[src/sv/stb_pkg.sv]
// Shared types, command codes and helpers for the software timer bank.
// Used by stb_front, stb_back and software_timer_bank_top; depends on nothing.
package stb_pkg;

    // Number of timer channels and the width of a channel index in the bank.
    localparam int CHANNELS = 16;
    localparam int CH_W     = (CHANNELS > 1) ? $clog2(CHANNELS) : 1;

    // Depth of the command queue between front and back.
    localparam int QDEPTH = 2;
    localparam int QP_W   = (QDEPTH > 1) ? $clog2(QDEPTH) : 1;
    localparam int QC_W   = $clog2(QDEPTH + 1);

    // Field widths fixed by the command word.
    localparam int CMD_W    = 3;
    localparam int CHAN_W   = 4;
    localparam int TGT_W    = 32;
    localparam int NOW_W    = 16;
    localparam int MASK_W   = 16;
    localparam int WRAP_MAX = 16'hFFFF;

    // Command codes.
    localparam logic [CMD_W-1:0] CMD_INIT  = 3'd0;
    localparam logic [CMD_W-1:0] CMD_START = 3'd1;
    localparam logic [CMD_W-1:0] CMD_STOP  = 3'd2;
    localparam logic [CMD_W-1:0] CMD_WRAP  = 3'd3;
    localparam logic [CMD_W-1:0] CMD_CHECK = 3'd4;
    localparam logic [CMD_W-1:0] CMD_READ  = 3'd5;

    // Classes the front assigns to each command.
    localparam logic [1:0] KIND_REPORT = 2'd0;
    localparam logic [1:0] KIND_WRITE  = 2'd1;
    localparam logic [1:0] KIND_SCAN   = 2'd2;

    // One classified command as it travels through the queue.
    typedef struct packed {
        logic [CMD_W-1:0]  command;
        logic [CHAN_W-1:0] channel;
        logic [TGT_W-1:0]  target_us;
        logic [NOW_W-1:0]  now_us;
        logic              ch_ok;
        logic [1:0]        kind;
    } stb_item_t;

    // Elapsed time of one channel: wraps * 65536 + now - stamp, floored at zero.
    // The largest possible value is exactly 32'hFFFFFFFF, so no upper clamp is needed.
    function automatic logic [31:0] elapsed_of(input logic [15:0] wraps,
                                               input logic [15:0] now,
                                               input logic [15:0] stamp);
        logic [31:0] whole;
        logic [31:0] base;
        whole = {wraps, now};
        base  = {16'd0, stamp};
        return (whole < base) ? 32'd0 : (whole - base);
    endfunction

endpackage

[src/sv/software_timer_bank_top.sv]
// Top level of the software timer bank: joins the command front end to the
// executing back end. Depends on stb_pkg, stb_front and stb_back.
//
//  Channel   Handshake            Word fields
//  -------   ------------------   ------------------------------------------------
//  command   start / busy         command, channel, target_us, now_us
//  result    done (one cycle)     running, expired, elapsed_us, expired_mask
//
// A command word is taken at a rising edge with start high and busy low. The
// front end classifies it and places it in a two-word queue; busy is high only
// while that queue is full. The back end runs one word at a time against the
// per-channel state: init, start and stop on a valid channel take a write
// step before the report step, read goes straight to it, and wrap and check
// sweep each channel through a single state read port, in a read and a write step.
// Each result word is shown for exactly one cycle with done high; the
// receiver cannot stall it, so results never back up into the queue.
// Reset is asynchronous and active low, and clears all channels to stopped,
// not expired, with zero stamp, wrap count and target.
module software_timer_bank_top (
    input  logic                          clk,
    input  logic                          rst_n,
    input  logic                          start,
    output logic                          busy,
    input  logic [stb_pkg::CMD_W-1:0]     command,
    input  logic [stb_pkg::CHAN_W-1:0]    channel,
    input  logic [stb_pkg::TGT_W-1:0]     target_us,
    input  logic [stb_pkg::NOW_W-1:0]     now_us,
    output logic                          done,
    output logic                          running,
    output logic                          expired,
    output logic [31:0]                   elapsed_us,
    output logic [stb_pkg::MASK_W-1:0]    expired_mask
);

    // Queue interface between the two halves.
    logic                 q_valid;
    logic                 q_pop;
    stb_pkg::stb_item_t   q_item;

    stb_front u_front (
        .clk       (clk),
        .rst_n     (rst_n),
        .start     (start),
        .busy      (busy),
        .command   (command),
        .channel   (channel),
        .target_us (target_us),
        .now_us    (now_us),
        .q_valid   (q_valid),
        .q_item    (q_item),
        .q_pop     (q_pop)
    );

    stb_back u_back (
        .clk          (clk),
        .rst_n        (rst_n),
        .q_valid      (q_valid),
        .q_item       (q_item),
        .q_pop        (q_pop),
        .done         (done),
        .running      (running),
        .expired      (expired),
        .elapsed_us   (elapsed_us),
        .expired_mask (expired_mask)
    );

endmodule

[src/sv/stb_front.sv]
// Front end of the timer bank: accepts command words, classifies them and
// queues them for the back end. Depends on stb_pkg.
module stb_front (
    input  logic                          clk,
    input  logic                          rst_n,
    input  logic                          start,
    output logic                          busy,
    input  logic [stb_pkg::CMD_W-1:0]     command,
    input  logic [stb_pkg::CHAN_W-1:0]    channel,
    input  logic [stb_pkg::TGT_W-1:0]     target_us,
    input  logic [stb_pkg::NOW_W-1:0]     now_us,
    output logic                          q_valid,
    output stb_pkg::stb_item_t            q_item,
    input  logic                          q_pop
);

    stb_pkg::stb_item_t             item_in;
    stb_pkg::stb_item_t             q_mem_reg [stb_pkg::QDEPTH];
    logic [stb_pkg::QP_W-1:0]       wr_ptr_reg;
    logic [stb_pkg::QP_W-1:0]       wr_ptr_next;
    logic [stb_pkg::QP_W-1:0]       rd_ptr_reg;
    logic [stb_pkg::QP_W-1:0]       rd_ptr_next;
    logic [stb_pkg::QC_W-1:0]       count_reg;
    logic [stb_pkg::QC_W-1:0]       count_next;
    logic                           push;
    logic                           pop;
    logic                           ch_ok;

    // Classification: which commands touch one entry, which sweep the bank.
    assign ch_ok = (32'(channel) < 32'(stb_pkg::CHANNELS));

    always_comb
    begin
        item_in.command   = command;
        item_in.channel   = channel;
        item_in.target_us = target_us;
        item_in.now_us    = now_us;
        item_in.ch_ok     = ch_ok;
        unique case (command) inside
            stb_pkg::CMD_INIT, stb_pkg::CMD_START, stb_pkg::CMD_STOP:
            begin
                item_in.kind = ch_ok ? stb_pkg::KIND_WRITE : stb_pkg::KIND_REPORT;
            end
            stb_pkg::CMD_WRAP, stb_pkg::CMD_CHECK:
            begin
                item_in.kind = stb_pkg::KIND_SCAN;
            end
            default:
            begin
                item_in.kind = stb_pkg::KIND_REPORT;
            end
        endcase
    end

    assign busy    = (count_reg == stb_pkg::QC_W'(stb_pkg::QDEPTH));
    assign q_valid = (count_reg != '0);
    assign q_item  = q_mem_reg[rd_ptr_reg];
    assign push    = start && !busy;
    assign pop     = q_pop && q_valid;

    always_comb
    begin
        wr_ptr_next = wr_ptr_reg;
        rd_ptr_next = rd_ptr_reg;
        count_next  = count_reg;
        if (push)
        begin
            wr_ptr_next = (wr_ptr_reg == stb_pkg::QP_W'(stb_pkg::QDEPTH - 1)) ?
                          '0 : wr_ptr_reg + 1'b1;
        end
        if (pop)
        begin
            rd_ptr_next = (rd_ptr_reg == stb_pkg::QP_W'(stb_pkg::QDEPTH - 1)) ?
                          '0 : rd_ptr_reg + 1'b1;
        end
        if (push && !pop)
        begin
            count_next = count_reg + 1'b1;
        end
        else if (pop && !push)
        begin
            count_next = count_reg - 1'b1;
        end
    end

    always_ff @(posedge clk or negedge rst_n)
    begin
        if (!rst_n)
        begin
            wr_ptr_reg <= '0;
            rd_ptr_reg <= '0;
            count_reg  <= '0;
        end
        else
        begin
            wr_ptr_reg <= wr_ptr_next;
            rd_ptr_reg <= rd_ptr_next;
            count_reg  <= count_next;
        end
    end

    always_ff @(posedge clk)
    begin
        if (push)
        begin
            q_mem_reg[wr_ptr_reg] <= item_in;
        end
    end

    a_count_bound: assert property (@(posedge clk) disable iff (!rst_n)
        count_reg <= stb_pkg::QC_W'(stb_pkg::QDEPTH))
        else $error("command queue holds more words than its depth");

    a_count_up: assert property (@(posedge clk) disable iff (!rst_n)
        (push && !pop) |=> (count_reg == $past(count_reg) + 1'b1))
        else $error("command queue lost a pushed word");

endmodule

[src/sv/stb_back.sv]
// Back end of the timer bank: holds the channel state, executes queued
// commands one at a time and registers the result word. Depends on stb_pkg.
module stb_back (
    input  logic                         clk,
    input  logic                         rst_n,
    input  logic                         q_valid,
    input  stb_pkg::stb_item_t           q_item,
    output logic                         q_pop,
    output logic                         done,
    output logic                         running,
    output logic                         expired,
    output logic [31:0]                  elapsed_us,
    output logic [stb_pkg::MASK_W-1:0]   expired_mask
);

    localparam logic [2:0] S_IDLE    = 3'd0;
    localparam logic [2:0] S_WRITE   = 3'd1;
    localparam logic [2:0] S_SCAN_RD = 3'd2;
    localparam logic [2:0] S_SCAN_WR = 3'd3;
    localparam logic [2:0] S_REPORT  = 3'd4;

    logic [2:0]                    state_reg;
    logic [2:0]                    state_next;
    logic [stb_pkg::CH_W-1:0]      idx_reg;
    logic [stb_pkg::CH_W-1:0]      idx_next;
    stb_pkg::stb_item_t            item_reg;
    stb_pkg::stb_item_t            item_next;
    logic [31:0]                   scan_el_reg;
    logic [31:0]                   scan_el_next;
    logic [stb_pkg::MASK_W-1:0]    mask_reg;
    logic [stb_pkg::MASK_W-1:0]    mask_next;
    logic                          done_reg;
    logic                          done_next;
    logic                          running_reg;
    logic                          running_next;
    logic                          expired_reg;
    logic                          expired_next;
    logic [31:0]                   elapsed_reg;
    logic [31:0]                   elapsed_next;
    logic [stb_pkg::MASK_W-1:0]    mask_out_reg;
    logic [stb_pkg::MASK_W-1:0]    mask_out_next;

    // Channel state, one entry per channel.
    logic                          run_reg    [stb_pkg::CHANNELS];
    logic                          exp_reg    [stb_pkg::CHANNELS];
    logic [15:0]                   stamp_reg  [stb_pkg::CHANNELS];
    logic [15:0]                   wrap_reg   [stb_pkg::CHANNELS];
    logic [31:0]                   target_reg [stb_pkg::CHANNELS];

    logic [stb_pkg::CH_W-1:0]      rd_addr;
    logic                          rd_run;
    logic                          rd_exp;
    logic [15:0]                   rd_wrap;
    logic [31:0]                   rd_target;
    logic [31:0]                   rd_elapsed;
    logic                          in_scan;
    logic                          is_last;
    logic                          hit;

    // A single read port: the sweep index during a scan, the addressed channel otherwise.
    assign in_scan    = (state_reg == S_SCAN_RD) || (state_reg == S_SCAN_WR);
    assign rd_addr    = in_scan ? idx_reg : stb_pkg::CH_W'(item_reg.channel);
    assign rd_run     = run_reg[rd_addr];
    assign rd_exp     = exp_reg[rd_addr];
    assign rd_wrap    = wrap_reg[rd_addr];
    assign rd_target  = target_reg[rd_addr];
    assign rd_elapsed = stb_pkg::elapsed_of(rd_wrap, item_reg.now_us, stamp_reg[rd_addr]);
    assign is_last    = (idx_reg == stb_pkg::CH_W'(stb_pkg::CHANNELS - 1));
    assign hit        = rd_run && (scan_el_reg > rd_target);

    always_comb
    begin
        state_next    = state_reg;
        idx_next      = idx_reg;
        item_next     = item_reg;
        scan_el_next  = scan_el_reg;
        mask_next     = mask_reg;
        done_next     = 1'b0;
        running_next  = running_reg;
        expired_next  = expired_reg;
        elapsed_next  = elapsed_reg;
        mask_out_next = mask_out_reg;
        q_pop         = 1'b0;
        unique case (state_reg)
            S_IDLE:
            begin
                if (q_valid)
                begin
                    q_pop     = 1'b1;
                    item_next = q_item;
                    mask_next = '0;
                    idx_next  = '0;
                    unique case (q_item.kind)
                        stb_pkg::KIND_WRITE: state_next = S_WRITE;
                        stb_pkg::KIND_SCAN:  state_next = S_SCAN_RD;
                        default:             state_next = S_REPORT;
                    endcase
                end
            end
            S_WRITE:
            begin
                state_next = S_REPORT;
            end
            S_SCAN_RD:
            begin
                scan_el_next = rd_elapsed;
                state_next   = S_SCAN_WR;
            end
            S_SCAN_WR:
            begin
                if ((item_reg.command == stb_pkg::CMD_CHECK) && hit &&
                    (32'(idx_reg) < 32'(stb_pkg::MASK_W)))
                begin
                    mask_next = mask_reg | (stb_pkg::MASK_W'(1) << idx_reg);
                end
                if (is_last)
                begin
                    idx_next   = '0;
                    state_next = S_REPORT;
                end
                else
                begin
                    idx_next   = idx_reg + 1'b1;
                    state_next = S_SCAN_RD;
                end
            end
            S_REPORT:
            begin
                done_next     = 1'b1;
                running_next  = item_reg.ch_ok && rd_run;
                expired_next  = item_reg.ch_ok && rd_exp;
                elapsed_next  = item_reg.ch_ok ? rd_elapsed : 32'd0;
                mask_out_next = mask_reg;
                state_next    = S_IDLE;
            end
            default:
            begin
                state_next = S_IDLE;
            end
        endcase
    end

    always_ff @(posedge clk or negedge rst_n)
    begin
        if (!rst_n)
        begin
            state_reg <= S_IDLE;
            idx_reg   <= '0;
            done_reg  <= 1'b0;
        end
        else
        begin
            state_reg <= state_next;
            idx_reg   <= idx_next;
            done_reg  <= done_next;
        end
    end

    always_ff @(posedge clk)
    begin
        item_reg     <= item_next;
        scan_el_reg  <= scan_el_next;
        mask_reg     <= mask_next;
        running_reg  <= running_next;
        expired_reg  <= expired_next;
        elapsed_reg  <= elapsed_next;
        mask_out_reg <= mask_out_next;
    end

    // Channel state updates: single-entry writes and the per-channel step of a sweep.
    always_ff @(posedge clk or negedge rst_n)
    begin
        if (!rst_n)
        begin
            for (int i = 0; i < stb_pkg::CHANNELS; i++)
            begin
                run_reg[i]    <= 1'b0;
                exp_reg[i]    <= 1'b0;
                stamp_reg[i]  <= '0;
                wrap_reg[i]   <= '0;
                target_reg[i] <= '0;
            end
        end
        else if (state_reg == S_WRITE)
        begin
            unique case (item_reg.command)
                stb_pkg::CMD_INIT:
                begin
                    target_reg[rd_addr] <= item_reg.target_us;
                    wrap_reg[rd_addr]   <= '0;
                    exp_reg[rd_addr]    <= 1'b0;
                end
                stb_pkg::CMD_START:
                begin
                    run_reg[rd_addr]   <= 1'b1;
                    stamp_reg[rd_addr] <= item_reg.now_us;
                end
                stb_pkg::CMD_STOP:
                begin
                    run_reg[rd_addr] <= 1'b0;
                end
                default:
                begin
                end
            endcase
        end
        else if (state_reg == S_SCAN_WR)
        begin
            if (item_reg.command == stb_pkg::CMD_WRAP)
            begin
                if (rd_run && (rd_wrap != 16'(stb_pkg::WRAP_MAX)))
                begin
                    wrap_reg[rd_addr] <= rd_wrap + 16'd1;
                end
            end
            else if (rd_run)
            begin
                if (hit)
                begin
                    exp_reg[rd_addr] <= 1'b1;
                    run_reg[rd_addr] <= 1'b0;
                end
                else
                begin
                    exp_reg[rd_addr] <= 1'b0;
                end
            end
        end
    end

    assign done         = done_reg;
    assign running      = running_reg;
    assign expired      = expired_reg;
    assign elapsed_us   = elapsed_reg;
    assign expired_mask = mask_out_reg;

    a_done_from_report: assert property (@(posedge clk) disable iff (!rst_n)
        done_reg |-> ($past(state_reg) == S_REPORT))
        else $error("result strobe without a report step");

    a_idx_idle: assert property (@(posedge clk) disable iff (!rst_n)
        !in_scan |-> (idx_reg == '0))
        else $error("sweep index left nonzero outside a sweep");

    a_mask_only_check: assert property (@(posedge clk) disable iff (!rst_n)
        (done_reg && (mask_out_reg != '0)) |-> (item_reg.command == stb_pkg::CMD_CHECK))
        else $error("expired mask set by a command other than check");

    a_bad_channel_zero: assert property (@(posedge clk) disable iff (!rst_n)
        (done_reg && !item_reg.ch_ok) |-> (!running_reg && !expired_reg &&
                                            (elapsed_reg == 32'd0)))
        else $error("result for an absent channel is not zero");

endmodule
[config.mk]
export PLATFORM = sky130hd
export DESIGN_NAME = software_timer_bank_top
export DESIGN_NICKNAME = d
export VERILOG_FILES = /design/src/sv/stb_pkg.sv /design/src/sv/software_timer_bank_top.sv /design/src/sv/stb_front.sv /design/src/sv/stb_back.sv
export SDC_FILE = /design/constraint.sdc
export NUM_CORES = 2
export LEC_CHECK = 0
export ABC_AREA = 1
export BUFFER_PORTS_ARGS = -buffer_cell sky130_fd_sc_hd__buf_2
export CORE_MARGIN = 4
export CORE_UTILIZATION = 40
export CTS_BUF_LIST = sky130_fd_sc_hd__clkbuf_8
export DETAILED_ROUTE_END_ITERATION = 7
export PLACE_DENSITY_LB_ADDON = 0.15
export SETUP_SLACK_MARGIN = 0.5
export SLEW_MARGIN = 15
export SYNTH_ARGS = -nofsm -noshare
export SYNTH_HDL_FRONTEND = slang
export SYNTH_HIERARCHICAL = 1
export SYNTH_SLANG_ARGS = --single-unit
[constraint.sdc]
create_clock -name clk -period 6.5 [get_ports clk]
set_input_delay 1.3 -clock clk [delete_from_list [all_inputs] [get_ports clk]]
set_output_delay 1.3 -clock clk [all_outputs]
set_load 0.05 [all_outputs]
==> impl_metrics.json <==
{
  "status": "finished clean",
  "worst-slew-pin-transition_ns": 1.200,
  "fmaxAchievable_mhz": 172.9,
  "ant_nets": 0,
  "total_leakage_power_nw": 31.37,
  "number_of_max_capacitance_violations_reported": 0,
  "largest_cells_by_area_after_synthesis": "dfrtp_1 44%, nand2_1 17%, edfxtp_1 13%",
  "finalSetupViolCount": 0,
  "relSlewSlack_pct": 19.73,
  "dpl.hpwl_um": 132000,
  "ys_seq_elements": 1336,
  "routed_wire_length_per_instance_um": 23.05,
  "via_per_inst": 5.534,
  "grt-ovfl-total": 0,
  "drtPass1Iterations": 8,
  "yosysWarnings": 6,
  "cts_tree": "done",
  "rows": 142,
  "stdcell_count": 9197,
  "largest_register_ff_count": 512,
  "rsz0062_at_grt": "false",
  "worst_r2r_startpoint": "u_back/state_reg[1]$_DFFE_PN0P_",
  "gate_count_after_technology_mapping": 6935,
  "cts_max_path_buffers": 3,
  "die_h_um": 396.6,
  "fin_setup_tns_ns": 0,
  "power_density_nw_per_um2": 440.8,
  "timing.critical_path.to_type": "flop",
  "full_die_area_um2": 157300,
  "initialDrtViolationCount": 5827,
  "timing.critical_path.required_ns": 7.31,
  "synth_largest_type_area_fraction_pct": 44.25,
  "clk_transition_reported_paths_ns": 0.06,
  "vias": 50900,
  "numPortBuffers": 109,
  "cts-root-buf": "clkbuf_8",
  "finClkSkew_ns": 0.04618,
  "count_of_distinct_cell_types_in_the_synthesized_netlist": 47,
  "synth.net_count": 7053,
  "post-route-min-period_ns": 5.783,
  "post_synth_instance_area_um2": 60400,
  "clock_insertion_delay_worst_skew_ns": 0.96,
  "syn2layout_area_growth_pct": 12.44,
  "min-delay-path-class": "primary input to asynchronous set/reset pin",
  "synth.largest_area_cell": "dfrtp_1",
  "die_width_um": 396.6,
  "drc_violation_count_after_routing": 0,
  "cts_max_level": 4,
  "syn-mean-instance-area_um2": 8.709,
  "timing.critical_path.from_type": "flop",
  "grt_pass1_wl_um": 317300,
  "most-common-layout-cells": "2,709 x nand2_1, 1,067 x dfrtp_1, 970 x o21ai_0",
  "cts_sinks": 1336,
  "globalplace.congestion": 0.9166,
  "core_area_um2": 150000,
  "post-route-util_pct": 45.29,
  "synth_edf_count": 268,
  "timing.reg2reg.setup_slack_ns": 0.72,
  "numPlacedInstances": 8777,
  "final_min_period_over_clock_period_pct": 88.97,
  "boundaryPins": 110,
  "criticalPathCategory": "flop to flop",
  "final_common_cell": "nand2_1",
  "timing.final.hold_violations": 0,
  "yosys_most_used_dff": "dfrtp_1",
  "start_util_pct": 40.28,
  "numCtsBuffers": 221,
  "vdd.ir_drop.worst_v": 0.0003484,
  "grt_antenna_before_repair": 11,
  "grt_pass1_vias": 48310,
  "drive_above_1_share_pct": 9.646,
  "max_fo_critical_path": 15,
  "synth_sequential_area_ratio_pct": 57.58,
  "nets": 7105,
  "grtUsageTotal_pct": 26.53,
  "grt_max_degree": 154,
  "worstPathArrival_ns": 6.59,
  "slew_violations": 0,
  "fraction_of_registers_with_async_set_or_reset_after_synthesis_pct": 79.94,
  "rr_worst_depth": 22,
  "drt-total-wl_um": 212000,
  "finalHoldWorstSlack_ns": 0.3957
}
## kinds of logic after synthesis
group                      Yosys count  share of synthesized area (%)
AOI/OAI and AO/OA                 1631                          15.22
xor gates and xnor gates            29                         0.4205
adders and majority gates           60                          1.255
buffers and inverters              675                          4.479
DFF                               1336                          57.58
other                                1                       0.006209
and+or+nand+nor                   3203                          21.05
## area by class of cell
| class | instances | area (um^2) |
|---|---|---|
| inverters | 253 | 949.7 |
| clock inverters | 146 | 1010 |
| repair buffers | 251 | 1909 |
| flip-flops and latches | 1336 | 34770 |
| well taps | 2016 | 2522 |
| fillers | 14850 | 82040 |
| diodes | 7 | 17.52 |
| multi-input cells | 4924 | 23090 |
| clock buffers | 264 | 3633 |
## critical path: stages, from the launching register on
cell and delay (ns):
dfrtp_1 0.54, nand2_4 0.16, o21ai_1 0.62, nor2_2 0.12
inv_2 0.50, buf_4 0.34, a21oi_1 0.09, nor4_1 0.80
ha_1 0.29, a21oi_1 0.07, o21ai_0 0.15, nand3_1 0.08
nand2_1 0.07, nand2_1 0.05, a21oi_1 0.12, nor2_1 0.05
a22oi_1 0.39, nand2_1 0.26, nand2_1 0.11, nand2_1 0.26
buf_4 0.30, o21ai_0 0.19, nand2_1 0.07
## power by group
part / internal, mW / leakage, nW / switching (mW)
clock: 4.10 / 2.61 / 3.66
combinational: 2.37 / 11.4 / 8.09
sequential: 10.7 / 17.4 / 1.07
## worst max-delay path by stage
stage,startpoint,to,slack (ns),cells after the start
2_1_floorplan,u_back/state_reg[1]$_DFFE_PN0P_,u_back/mask_reg[0]$_SDFFCE_PN0P_,1.67,22
3_3_place_gp,u_back/idx_reg[0]$_DFFE_PN0P_,flop,0.81,25
3_5_place_dp,u_back/idx_reg[0]$_DFFE_PN0P_,u_back/elapsed_us[0]$_SDFFCE_PN0P_,0.81,19
4_1_cts,u_back/idx_reg[0]$_DFFE_PN0P_,u_back/elapsed_us[0]$_SDFFCE_PN0P_,0.77,19
5_1_grt,u_back/state_reg[2]$_DFFE_PN0P_,flop,0.50,21
6_report,u_back/state_reg[1]$_DFFE_PN0P_,flop,0.72,22
## timing repair
action / CTS / global route
hold buffers: 0 / 0
buffers inserted: 0 / 3
endpoints found under the setup margin: 0 / 35
resized for setup: 0 / 3
## metrics by stage
stage          setup WS, ns  power, mW  cell area, um^2
3_3_place_gp         0.8072      22.01            63200
6_report             0.7173      29.93            67910
3_5_place_dp         0.8105      22.09            63210
4_1_cts              0.7724      29.94            67850
2_1_floorplan         1.672      17.60            60400
5_1_grt              0.4999      31.45            67900
## layer usage
layer | wire length, um | track usage, %
met4 | 6591 | 8.258
met2 | 91730 | 39.36
met5 | 0 | 0
met1 | 95550 | 39.30
met3 | 18160 | 5.094
## cells in the mapped netlist, types with 4 or more instances
cell type / count
o21ai_0: 972
inv_1: 241
nand2_2: 5
a31oi_1: 6
o221ai_1: 4
or2_2: 7
nor2_1: 202
buf_2: 53
buf_6: 8
buf_1: 20
nand4_1: 71
a22oi_1: 357
nor4_1: 46
edfxtp_1: 268
o21ai_1: 5
ha_1: 59
nor3_1: 16
inv_2: 10
nand3_1: 73
nor2_2: 27
xor2_1: 24
a21oi_1: 224
nor2_4: 17
dfrtp_1: 1068
buf_4: 12
o22ai_1: 47
clkbuf_1: 329
xnor2_1: 5
nand2_1: 2729
Power figures use the tool's default switching activity.
